File: src/hdl/bvsoc_pkg.sv
// bvsoc_pkg: shared types, constants and the voltage/percent table of the
// battery state-of-charge estimator. No dependencies.
`timescale 1ns / 1ps
`default_nettype none

package bvsoc_pkg;

   // field widths
   localparam int ADC_W      = 12;
   localparam int RATIO_W    = 16;
   localparam int FRAC_W     = 8;
   localparam int AVG_W      = 24;
   localparam int MV_OUT_W   = 16;
   localparam int PCT_W      = 7;
   localparam int MV_W       = 13;

   // shared multiplier
   localparam int MUL_A_W    = AVG_W;
   localparam int MUL_B_W    = 16;
   localparam int PROD_W     = MUL_A_W + MUL_B_W;

   // interpolation divider
   localparam int NUM_W      = AVG_W + PCT_W;
   localparam int QUOT_W     = PCT_W;
   localparam int BIT_W      = $clog2(QUOT_W);

   // table
   localparam int TABLE_POINTS = 11;
   localparam int SEG_W        = $clog2(TABLE_POINTS);

   // averaging weights, q0.16, sum to one
   localparam logic [MUL_B_W-1:0] W_OLD = 16'd62259;
   localparam logic [MUL_B_W-1:0] W_NEW = 16'd3277;
   localparam logic [PROD_W:0]    ROUND_HALF = (PROD_W + 1)'(32768);

   localparam logic [PCT_W-1:0] PCT_FULL   = 7'd100;
   localparam logic [PCT_W-1:0] PCT_EMPTY  = 7'd0;
   localparam logic [PCT_W-1:0] CHG_OFFSET = 7'd25;

   // configuration register indexes
   localparam int CSR_IDX_W  = 2;
   localparam int CSR_DATA_W = 16;
   localparam logic [CSR_IDX_W-1:0] CSR_DIVIDER_RATIO       = 2'd0;
   localparam logic [CSR_IDX_W-1:0] CSR_CHARGE_DETECT_EN    = 2'd1;
   localparam logic [CSR_IDX_W-1:0] CSR_CHARGE_ACTIVE_LEVEL = 2'd2;

   localparam logic [RATIO_W-1:0] RATIO_RESET = 16'd8192;

   // table voltage point in mV, top point first
   function automatic logic [MV_W-1:0] tbl_mv(input logic [SEG_W-1:0] idx);
      logic [MV_W-1:0] mv;
      case (idx)
         4'd0:    mv = 13'd4150;
         4'd1:    mv = 13'd4060;
         4'd2:    mv = 13'd3970;
         4'd3:    mv = 13'd3900;
         4'd4:    mv = 13'd3840;
         4'd5:    mv = 13'd3790;
         4'd6:    mv = 13'd3760;
         4'd7:    mv = 13'd3730;
         4'd8:    mv = 13'd3710;
         4'd9:    mv = 13'd3650;
         4'd10:   mv = 13'd3300;
         default: mv = 13'd3300;
      endcase
      return mv;
   endfunction

   // table percentage point
   function automatic logic [PCT_W-1:0] tbl_pct(input logic [SEG_W-1:0] idx);
      logic [PCT_W-1:0] pct;
      case (idx)
         4'd0:    pct = 7'd100;
         4'd1:    pct = 7'd90;
         4'd2:    pct = 7'd80;
         4'd3:    pct = 7'd70;
         4'd4:    pct = 7'd60;
         4'd5:    pct = 7'd50;
         4'd6:    pct = 7'd40;
         4'd7:    pct = 7'd30;
         4'd8:    pct = 7'd20;
         4'd9:    pct = 7'd10;
         default: pct = 7'd0;
      endcase
      return pct;
   endfunction

   typedef enum logic [3:0] {
      OP_NONE,
      OP_LOAD,
      OP_MUL_SAMPLE,
      OP_MUL_OLD,
      OP_MUL_NEW,
      OP_SUM,
      OP_CLAMP,
      OP_SEARCH,
      OP_MUL_NUM,
      OP_DIV_INIT,
      OP_DIV_STEP,
      OP_INTERP,
      OP_FINISH
   } dp_op_type;

   typedef struct packed {
      dp_op_type        op;
      logic [BIT_W-1:0] div_bit;
   } dp_cmd_type;

   typedef struct packed {
      logic above;
      logic below;
      logic seg_hit;
      logic out_free;
   } dp_status_type;

endpackage

`default_nettype wire

File: src/hdl/battery_voltage_soc_estimator_core.sv
// battery_voltage_soc_estimator_core: top level, configuration registers
// and the controller/datapath pair. Uses bvsoc_pkg, bvsoc_ctrl, bvsoc_datapath.
`timescale 1ns / 1ps
`default_nettype none

// Battery state-of-charge estimator. Each request transaction carries one
// calibrated adc reading (mV at the divider tap) and the charge pin level.
// The reading is scaled by divider_ratio (q4.12) into mV with 8 fraction
// bits, folded into a 0.95/0.05 exponential average (reseeded with the new
// sample after reset and whenever the charging decision changes), and mapped
// to a percentage by linear interpolation over an 11-point table from
// 4150 mV (100) down to 3300 mV (0), clamped at both ends; while charging
// 25 is taken off, saturating at 0. One response transaction per request.
// The block works on one request at a time: after acceptance a request
// passes the scale, average and clamp steps and then goes to the response
// register when the average lies outside the table, else first through the
// one-segment-per-cycle table search, the interpolation multiply on the
// shared 24x16 multiplier (used in sequence) and the restoring divider.
// The final step is held while the previous response waits for rsp_ready.
// A new request is accepted in the cycle after the previous one has moved
// into the response register, even while that response still waits for
// rsp_ready.
// Configuration writes are always accepted (csr_ready is tied high) and
// must only be issued while no request is in flight.
module battery_voltage_soc_estimator_core (
   input  wire logic                                clock,
   input  wire logic                                reset,
   // request channel
   input  wire logic                                req_valid,
   output      logic                                req_ready,
   input  wire logic [bvsoc_pkg::ADC_W-1:0]         req_adc_millivolts,
   input  wire logic                                req_charge_pin_level,
   input  wire logic                                req_external_charging,
   // response channel
   output      logic                                rsp_valid,
   input  wire logic                                rsp_ready,
   output      logic [bvsoc_pkg::PCT_W-1:0]         rsp_level_percent,
   output      logic                                rsp_charging,
   output      logic [bvsoc_pkg::MV_OUT_W-1:0]      rsp_average_millivolts,
   // configuration write channel
   input  wire logic                                csr_valid,
   output      logic                                csr_ready,
   input  wire logic [bvsoc_pkg::CSR_IDX_W-1:0]     csr_index,
   input  wire logic [bvsoc_pkg::CSR_DATA_W-1:0]    csr_wdata
);

   // configuration registers
   logic [bvsoc_pkg::RATIO_W-1:0] divider_ratio_ff;
   logic                          charge_detect_enable_ff;
   logic                          charge_active_level_ff;

   // controller <-> datapath
   bvsoc_pkg::dp_cmd_type    cmd;
   bvsoc_pkg::dp_status_type status;

   // writes are registered directly, no back-pressure needed
   assign csr_ready = 1'b1;

   always_ff @(posedge clock) begin
      if (reset) begin
         divider_ratio_ff        <= bvsoc_pkg::RATIO_RESET;
         charge_detect_enable_ff <= 1'b0;
         charge_active_level_ff  <= 1'b1;
      end else if (csr_valid && csr_ready) begin
         unique case (csr_index)
            bvsoc_pkg::CSR_DIVIDER_RATIO:
               divider_ratio_ff <= csr_wdata[bvsoc_pkg::RATIO_W-1:0];
            bvsoc_pkg::CSR_CHARGE_DETECT_EN:
               charge_detect_enable_ff <= csr_wdata[0];
            bvsoc_pkg::CSR_CHARGE_ACTIVE_LEVEL:
               charge_active_level_ff <= csr_wdata[0];
            default: ;  // unmapped index, write dropped
         endcase
      end
   end

   // sequencer: walks scale, average, clamp, search, divide, finish
   bvsoc_ctrl u_ctrl (
      .clock     (clock),
      .reset     (reset),
      .req_valid (req_valid),
      .req_ready (req_ready),
      .status    (status),
      .cmd       (cmd)
   );

   // arithmetic, running average state and the response register
   bvsoc_datapath u_datapath (
      .clock                  (clock),
      .reset                  (reset),
      .cmd                    (cmd),
      .status                 (status),
      .divider_ratio          (divider_ratio_ff),
      .charge_detect_enable   (charge_detect_enable_ff),
      .charge_active_level    (charge_active_level_ff),
      .req_adc_millivolts     (req_adc_millivolts),
      .req_charge_pin_level   (req_charge_pin_level),
      .req_external_charging  (req_external_charging),
      .rsp_valid              (rsp_valid),
      .rsp_ready              (rsp_ready),
      .rsp_level_percent      (rsp_level_percent),
      .rsp_charging           (rsp_charging),
      .rsp_average_millivolts (rsp_average_millivolts)
   );

endmodule

`default_nettype wire

File: src/hdl/bvsoc_ctrl.sv
// bvsoc_ctrl: sequencer of the estimator, steps the datapath through
// scale, average, clamp, segment search and divide. Uses bvsoc_pkg.
`timescale 1ns / 1ps
`default_nettype none

module bvsoc_ctrl (
   input  wire logic                    clock,
   input  wire logic                    reset,
   input  wire logic                    req_valid,
   output      logic                    req_ready,
   input  wire bvsoc_pkg::dp_status_type status,
   output      bvsoc_pkg::dp_cmd_type   cmd
);

   typedef enum logic [3:0] {
      S_IDLE,
      S_MUL_SAMPLE,
      S_MUL_OLD,
      S_MUL_NEW,
      S_SUM,
      S_CLAMP,
      S_SEARCH,
      S_MUL_NUM,
      S_DIV_INIT,
      S_DIV_STEP,
      S_INTERP,
      S_FINISH
   } state_type;

   state_type                   state_ff;
   logic [bvsoc_pkg::BIT_W-1:0] bit_ff;

   assign req_ready = (state_ff == S_IDLE);

   always_comb begin
      cmd.div_bit = bit_ff;
      unique case (state_ff)
         S_IDLE:       cmd.op = req_valid ? bvsoc_pkg::OP_LOAD : bvsoc_pkg::OP_NONE;
         S_MUL_SAMPLE: cmd.op = bvsoc_pkg::OP_MUL_SAMPLE;
         S_MUL_OLD:    cmd.op = bvsoc_pkg::OP_MUL_OLD;
         S_MUL_NEW:    cmd.op = bvsoc_pkg::OP_MUL_NEW;
         S_SUM:        cmd.op = bvsoc_pkg::OP_SUM;
         S_CLAMP:      cmd.op = bvsoc_pkg::OP_CLAMP;
         S_SEARCH:     cmd.op = bvsoc_pkg::OP_SEARCH;
         S_MUL_NUM:    cmd.op = bvsoc_pkg::OP_MUL_NUM;
         S_DIV_INIT:   cmd.op = bvsoc_pkg::OP_DIV_INIT;
         S_DIV_STEP:   cmd.op = bvsoc_pkg::OP_DIV_STEP;
         S_INTERP:     cmd.op = bvsoc_pkg::OP_INTERP;
         S_FINISH:     cmd.op = status.out_free ? bvsoc_pkg::OP_FINISH
                                                : bvsoc_pkg::OP_NONE;
         default:      cmd.op = bvsoc_pkg::OP_NONE;
      endcase
   end

   always_ff @(posedge clock) begin
      if (reset) begin
         state_ff <= S_IDLE;
         bit_ff   <= '0;
      end else begin
         unique case (state_ff)
            S_IDLE:       if (req_valid) state_ff <= S_MUL_SAMPLE;
            S_MUL_SAMPLE: state_ff <= S_MUL_OLD;
            S_MUL_OLD:    state_ff <= S_MUL_NEW;
            S_MUL_NEW:    state_ff <= S_SUM;
            S_SUM:        state_ff <= S_CLAMP;
            S_CLAMP: begin
               // out of table range: percentage already set
               if (status.above || status.below) state_ff <= S_FINISH;
               else                              state_ff <= S_SEARCH;
            end
            S_SEARCH:     if (status.seg_hit) state_ff <= S_MUL_NUM;
            S_MUL_NUM:    state_ff <= S_DIV_INIT;
            S_DIV_INIT: begin
               bit_ff   <= bvsoc_pkg::BIT_W'(bvsoc_pkg::QUOT_W - 1);
               state_ff <= S_DIV_STEP;
            end
            S_DIV_STEP: begin
               if (bit_ff == '0) state_ff <= S_INTERP;
               else              bit_ff   <= bit_ff - 1'b1;
            end
            S_INTERP:     state_ff <= S_FINISH;
            S_FINISH:     if (status.out_free) state_ff <= S_IDLE;
            default:      state_ff <= S_IDLE;
         endcase
      end
   end

endmodule

`default_nettype wire

File: src/hdl/bvsoc_datapath.sv
// bvsoc_datapath: shared multiplier, running average, segment search,
// restoring divider and result register of the estimator. Uses bvsoc_pkg.
`timescale 1ns / 1ps
`default_nettype none

module bvsoc_datapath (
   input  wire logic                              clock,
   input  wire logic                              reset,
   input  wire bvsoc_pkg::dp_cmd_type             cmd,
   output      bvsoc_pkg::dp_status_type          status,
   input  wire logic [bvsoc_pkg::RATIO_W-1:0]     divider_ratio,
   input  wire logic                              charge_detect_enable,
   input  wire logic                              charge_active_level,
   input  wire logic [bvsoc_pkg::ADC_W-1:0]       req_adc_millivolts,
   input  wire logic                              req_charge_pin_level,
   input  wire logic                              req_external_charging,
   output      logic                              rsp_valid,
   input  wire logic                              rsp_ready,
   output      logic [bvsoc_pkg::PCT_W-1:0]       rsp_level_percent,
   output      logic                              rsp_charging,
   output      logic [bvsoc_pkg::MV_OUT_W-1:0]    rsp_average_millivolts
);

   localparam int AVG_W  = bvsoc_pkg::AVG_W;
   localparam int NUM_W  = bvsoc_pkg::NUM_W;
   localparam int PROD_W = bvsoc_pkg::PROD_W;
   localparam int PCT_W  = bvsoc_pkg::PCT_W;
   localparam int SEG_W  = bvsoc_pkg::SEG_W;
   localparam int FRAC_W = bvsoc_pkg::FRAC_W;

   // control state
   logic reseed_ff;
   logic prev_chg_ff;
   logic rsp_valid_ff;

   // payload
   logic [bvsoc_pkg::ADC_W-1:0] adc_ff;
   logic                        chg_ff;
   logic                        reseed_now_ff;
   logic [AVG_W-1:0]            sample_ff;
   logic [AVG_W-1:0]            avg_ff;
   logic [PROD_W-1:0]           prod_ff;
   logic [PROD_W-1:0]           acc_ff;
   logic [SEG_W-1:0]            seg_ff;
   logic [NUM_W-1:0]            rem_ff;
   logic [PCT_W-1:0]            quot_ff;
   logic [PCT_W-1:0]            pct_ff;
   logic [PCT_W-1:0]            out_pct_ff;
   logic                        out_chg_ff;
   logic [bvsoc_pkg::MV_OUT_W-1:0] out_mv_ff;

   logic                            chg_in;
   logic [bvsoc_pkg::MUL_A_W-1:0]   mul_a;
   logic [bvsoc_pkg::MUL_B_W-1:0]   mul_b;
   logic [SEG_W-1:0]                seg_next;
   logic [AVG_W-1:0]                hi_q8;
   logic [AVG_W-1:0]                lo_q8;
   logic [AVG_W-1:0]                top_q8;
   logic [AVG_W-1:0]                bot_q8;
   logic [AVG_W-1:0]                den;
   logic [NUM_W-1:0]                den_shift;
   logic [PCT_W-1:0]                dpct;
   logic [PROD_W:0]                 avg_sum;
   logic [PCT_W-1:0]                pct_adj;
   logic                            load_out;

   assign chg_in = charge_detect_enable ? (req_charge_pin_level == charge_active_level)
                                        : req_external_charging;

   assign seg_next = seg_ff + 1'b1;
   assign hi_q8    = AVG_W'({bvsoc_pkg::tbl_mv(seg_ff), FRAC_W'(0)});
   assign lo_q8    = AVG_W'({bvsoc_pkg::tbl_mv(seg_next), FRAC_W'(0)});
   assign top_q8   = AVG_W'({bvsoc_pkg::tbl_mv(SEG_W'(0)), FRAC_W'(0)});
   assign bot_q8   = AVG_W'({bvsoc_pkg::tbl_mv(SEG_W'(bvsoc_pkg::TABLE_POINTS - 1)),
                             FRAC_W'(0)});
   assign den      = hi_q8 - lo_q8;
   assign den_shift = NUM_W'(den) << cmd.div_bit;
   assign dpct     = bvsoc_pkg::tbl_pct(seg_ff) - bvsoc_pkg::tbl_pct(seg_next);

   // rounded weighted sum, weights add to 2^16 so bits above stay clear
   assign avg_sum  = {1'b0, acc_ff} + {1'b0, prod_ff} + bvsoc_pkg::ROUND_HALF;

   assign pct_adj  = !chg_ff ? pct_ff
                   : (pct_ff > bvsoc_pkg::CHG_OFFSET) ? pct_ff - bvsoc_pkg::CHG_OFFSET
                   : bvsoc_pkg::PCT_EMPTY;

   assign load_out = (cmd.op == bvsoc_pkg::OP_FINISH);

   assign status.above    = (avg_ff >= top_q8);
   assign status.below    = (avg_ff <= bot_q8);
   assign status.seg_hit  = (avg_ff <= hi_q8) && (avg_ff >= lo_q8);
   assign status.out_free = !rsp_valid_ff || rsp_ready;

   // multiplier operand select
   always_comb begin
      case (cmd.op)
         bvsoc_pkg::OP_MUL_SAMPLE: begin
            mul_a = bvsoc_pkg::MUL_A_W'(adc_ff);
            mul_b = divider_ratio;
         end
         bvsoc_pkg::OP_MUL_OLD: begin
            mul_a = avg_ff;
            mul_b = bvsoc_pkg::W_OLD;
         end
         bvsoc_pkg::OP_MUL_NEW: begin
            mul_a = sample_ff;
            mul_b = bvsoc_pkg::W_NEW;
         end
         bvsoc_pkg::OP_MUL_NUM: begin
            mul_a = avg_ff - lo_q8;
            mul_b = bvsoc_pkg::MUL_B_W'(dpct);
         end
         default: begin
            mul_a = '0;
            mul_b = '0;
         end
      endcase
   end

   always_ff @(posedge clock) begin
      if (reset) begin
         reseed_ff    <= 1'b1;
         prev_chg_ff  <= 1'b0;
         rsp_valid_ff <= 1'b0;
      end else begin
         if (cmd.op == bvsoc_pkg::OP_LOAD) begin
            reseed_ff   <= 1'b0;
            prev_chg_ff <= chg_in;
         end
         if (load_out)       rsp_valid_ff <= 1'b1;
         else if (rsp_ready) rsp_valid_ff <= 1'b0;
      end
   end

   always_ff @(posedge clock) begin
      prod_ff <= mul_a * mul_b;
      unique case (cmd.op)
         bvsoc_pkg::OP_LOAD: begin
            adc_ff        <= req_adc_millivolts;
            chg_ff        <= chg_in;
            reseed_now_ff <= reseed_ff || (chg_in != prev_chg_ff);
         end
         bvsoc_pkg::OP_MUL_OLD: begin
            // q4.12 ratio, keep 8 fraction bits
            sample_ff <= prod_ff[AVG_W+4-1:4];
         end
         bvsoc_pkg::OP_MUL_NEW: acc_ff <= prod_ff;
         bvsoc_pkg::OP_SUM: begin
            avg_ff <= reseed_now_ff ? sample_ff : avg_sum[AVG_W+16-1:16];
         end
         bvsoc_pkg::OP_CLAMP: begin
            seg_ff <= '0;
            pct_ff <= status.above ? bvsoc_pkg::PCT_FULL : bvsoc_pkg::PCT_EMPTY;
         end
         bvsoc_pkg::OP_SEARCH: if (!status.seg_hit) seg_ff <= seg_next;
         bvsoc_pkg::OP_DIV_INIT: begin
            rem_ff  <= prod_ff[NUM_W-1:0];
            quot_ff <= '0;
         end
         bvsoc_pkg::OP_DIV_STEP: begin
            if (rem_ff >= den_shift) begin
               rem_ff                <= rem_ff - den_shift;
               quot_ff[cmd.div_bit] <= 1'b1;
            end
         end
         bvsoc_pkg::OP_INTERP: pct_ff <= bvsoc_pkg::tbl_pct(seg_next) + quot_ff;
         bvsoc_pkg::OP_FINISH: begin
            out_pct_ff <= pct_adj;
            out_chg_ff <= chg_ff;
            out_mv_ff  <= avg_ff[AVG_W-1:FRAC_W];
         end
         default: ;
      endcase
   end

   assign rsp_valid              = rsp_valid_ff;
   assign rsp_level_percent      = out_pct_ff;
   assign rsp_charging           = out_chg_ff;
   assign rsp_average_millivolts = out_mv_ff;

   a_pct_range: assert property (@(posedge clock) disable iff (reset)
      rsp_valid_ff && !out_chg_ff |-> out_pct_ff <= bvsoc_pkg::PCT_FULL)
      else $error("level percent above full scale");

   a_chg_offset: assert property (@(posedge clock) disable iff (reset)
      rsp_valid_ff && out_chg_ff |->
         out_pct_ff <= bvsoc_pkg::PCT_FULL - bvsoc_pkg::CHG_OFFSET)
      else $error("charging offset not applied");

   a_seg_bound: assert property (@(posedge clock) disable iff (reset)
      cmd.op == bvsoc_pkg::OP_SEARCH |-> seg_ff < SEG_W'(bvsoc_pkg::TABLE_POINTS - 1))
      else $error("segment search ran past the table");

   a_quot_bound: assert property (@(posedge clock) disable iff (reset)
      cmd.op == bvsoc_pkg::OP_INTERP |-> quot_ff <= dpct)
      else $error("interpolation quotient exceeds segment span");

endmodule

`default_nettype wire
File: config.mk
export PLATFORM = sky130hd
export DESIGN_NAME = battery_voltage_soc_estimator_core
export DESIGN_NICKNAME = d
export VERILOG_FILES = /design/src/hdl/bvsoc_pkg.sv /design/src/hdl/battery_voltage_soc_estimator_core.sv /design/src/hdl/bvsoc_ctrl.sv /design/src/hdl/bvsoc_datapath.sv
export SDC_FILE = /design/constraint.sdc
export NUM_CORES = 2
export LEC_CHECK = 0
export BUFFER_PORTS_ARGS = -buffer_cell sky130_fd_sc_hd__buf_2
export CAP_MARGIN = 10
export CELL_PAD_IN_SITES_DETAIL_PLACEMENT = 0
export CELL_PAD_IN_SITES_GLOBAL_PLACEMENT = 2
export CORE_MARGIN = 1
export CORE_UTILIZATION = 45
export CTS_BUF_LIST = sky130_fd_sc_hd__clkbuf_4 sky130_fd_sc_hd__clkbuf_8 sky130_fd_sc_hd__clkbuf_16
export DETAILED_ROUTE_END_ITERATION = 16
export HOLD_SLACK_MARGIN = 0.03
export PLACE_DENSITY = 0.95
export SYNTH_ARGS = -nofsm -noshare
export SYNTH_HDL_FRONTEND = slang
export SYNTH_HIERARCHICAL = 1
export SYNTH_SLANG_ARGS = --single-unit
File: constraint.sdc
create_clock -name clock -period 25.8 [get_ports clock]
set_clock_uncertainty 0.15 [all_clocks]
set_input_delay 3.87 -clock clock [delete_from_list [all_inputs] [get_ports clock]]
set_output_delay 3.87 -clock clock [all_outputs]
set_load 0.02 [all_outputs]
==> metrics.cfg <==
[global_route]
grt_pass1_vias = 21400
grtUsageTotal = 0.259
grt_pass1_wl_um = 124000
grt_max_degree = 69
antenna_found_initial = 4
grt-ovfl-total = 0

[route]
ant_nets = 0
drt_iter0_drc = 1708
wl_per_cell_um = 21.0
vias = 20900
viasPerCell = 5.53
drtPass1Iterations = 5
route.detailed.drc = 0
wirelength_um = 79500

[timing]
finalCritPeriodShare = 0.510
finalHoldViolations = 0
setup_violations = 0
finalSetupTns_ps = 0
slew-limit-headroom = 0.362
fin_ws_ps = 12630
rsz0062_at_grt = no
fin_crit_ps = 13170
slew_violations = 0
fmax_ghz = 0.0759
tightest_slew_ps = 957

[clocking]
cts-resized-gates = 0
ctsLongestPathBuffers = 3
cts_buffers = 34
clock-sinks = 260
cts_hold_buf = 0
post_cts_buffers = 0
insertion_delay_ps = 570
clkTransAtPathRegs_ps = 50
cts_tree = done
root_buffer = clkbuf_16
htreeDepth = 2

[logic_synthesis]
synth_top_flop_cell = edfxtp_1
synth_edf_count = 175
async_flop_share = 0
ys_warn_count = 6
synthesis.area_mm2 = 0.0277
syn_avg_cell_area_um2 = 9.38
synth_fp_nets = 3557
synth.distinct_cells = 91
yosysSeqAreaShare = 0.252
netlist_instances = 2948
ys_ff_latch = 260

[worst_setup_path]
cp_common_cell = fa_1
required_ps = 26130
crit_path_start_kind = primary input
cp-end-kind = flip-flop
critical_path_class = primary input to flip-flop
critical_path_peak_fanout = 68
critPathSlowestCell = o31ai_1
worst_path_largest_cell_delay_ps = 770
ff2ff_path_depth = 36
arrival_ps = 13500

[place]
port_buffers = 62
dp_hpwl_um = 64200
place_congestion = 0.942
place_ws_ps = 12270

[finish]
synthToLayoutAreaGrowth_pct = 8.22
final_core_util = 0.494
fin_nets = 3584
drive_above_1_share = 0.0710

[floorplan]
initial_core_util = 0.456
dieArea_mm2 = 0.0624
fp.dieW_um = 250
rows = 90
dieHeight_um = 250
io_pins = 64
core-area_mm2 = 0.0606

[min_path]
min_delay_path_depth = 0
holdCritPathClass = flip-flop to flip-flop

[job]
maxCapViolCount = 0

[outcome]
outcome = complete, no violations

==> path summary, 6_finish.rpt <==
kind / startpoint / slack (ps) / endpoint
max reg2reg: u_datapath/seg_ff[0] / 14190 / u_datapath/prod_ff[36]
min reg2reg: u_datapath/prod_ff[34] / 290 / u_datapath/acc_ff[34]
max: rsp_ready / 12630 / u_datapath/prod_ff[33]
min: u_datapath/prod_ff[34] / 290 / u_datapath/acc_ff[34]
==> cells in the mapped netlist, drive strengths merged (10+ instances only) <==
master / number / area (um^2)
a211oi: 20 / 155
a21o: 56 / 420
a21oi: 126 / 631
a22oi: 14 / 105
a31oi: 13 / 81.3
and2: 39 / 246
buf: 24 / 148
clkbuf: 86 / 323
dfxtp: 85 / 1700
edfxtp: 175 / 5260
fa: 309 / 6190
ha: 263 / 3290
inv: 453 / 1700
mux2: 18 / 203
mux2i: 53 / 547
nand2: 345 / 1290
nand2b: 80 / 500
nand3: 33 / 170
nand4: 12 / 75.1
nor2: 217 / 815
nor2b: 31 / 194
nor3: 35 / 175
o211ai: 13 / 97.6
o21a: 32 / 240
o21ai: 125 / 648
o22ai: 10 / 68.8
o31ai: 18 / 135
or2: 11 / 68.8
or3: 11 / 68.8
xnor2: 69 / 604
xor2: 40 / 369
==> layer usage <==
metal | track usage | up-vias | wire length, um
li1 | - | 9809 | -
met1 | 0.360 | 10300 | 35300
met2 | 0.408 | 688 | 35900
met3 | 0.0481 | 127 | 5850
met4 | 0.0825 | 4 | 2430
met5 | 0 | - | 16
==> final cells by class <==
type	count	area (um^2)
antenna	1	2.50
clock buffer	43	936
clock inverter	19	179
fill	5698	30700
inverter	454	1700
multi-input combinational	2124	18600
sequential	260	6960
tap	782	978
timing repair buffer	101	603
==> state kept, by name, indices dropped and copies added, names as in the netlist, 11 cells and up, named ones only <==
register,flops
u_datapath/adc_ff,12
u_datapath/sample_ff,24
u_datapath/rem_ff,31
u_datapath/avg_ff,24
u_datapath/prod_ff,40
divider_ratio_ff,16
u_datapath/acc_ff,40
u_datapath/rsp_average_millivolts,16
u_datapath/hi_q8,11
==> logic make-up after synthesis <==
logic type,synth area share
buffers and inverters,0.0786
adder cells (fa/ha/maj),0.343
AND/OR/NAND/NOR,0.143
other,0.000136
flip-flops,0.252
multiplexers,0.0271
AO/OA/AOI/OAI,0.121
XOR/XNOR,0.0352
==> critical path, delay by kind of cell <==
| family | cells | cell delay (ps) |
|---|---|---|
| buf+inv | 8 | 1500 |
| compound gates | 7 | 2710 |
| fa+ha+maj | 7 | 3430 |
| simple gates | 8 | 1750 |
| xor+xnor | 1 | 140 |
==> metrics by stage <==
stage                     area [um^2]  cells  hold slack (ps)
after CTS                       29900   3783              297
final                           29900   3784              290
after floorplan                 27700   2948              265
after global placement          28800   3721              279
after global routing            29900   3784              306
after detailed placement        28800   3721              281
==> layout by cell type, fill, tap and decap left out, types with 14 or more instances in the layout <==
master	n
o31ai_1	18
clkbuf_16	35
mux2i_1	51
nor2_1	216
o21a_1	32
dfxtp_1	85
a21o_1	56
nand2_1	345
a21oi_1	125
xnor2_1	69
nand3_1	32
buf_4	39
inv_1	451
mux2_2	16
o21ai_0	111
and2_1	33
buf_2	62
xor2_1	39
ha_1	263
nor2b_1	31
a211oi_1	18
edfxtp_1	175
a22oi_1	14
fa_1	309
nand2b_1	80
nor3_1	32
Power is left out: the tool's default activity adds up to more than one toggle a clock period on the data nets, which glitch-free logic cannot reach.
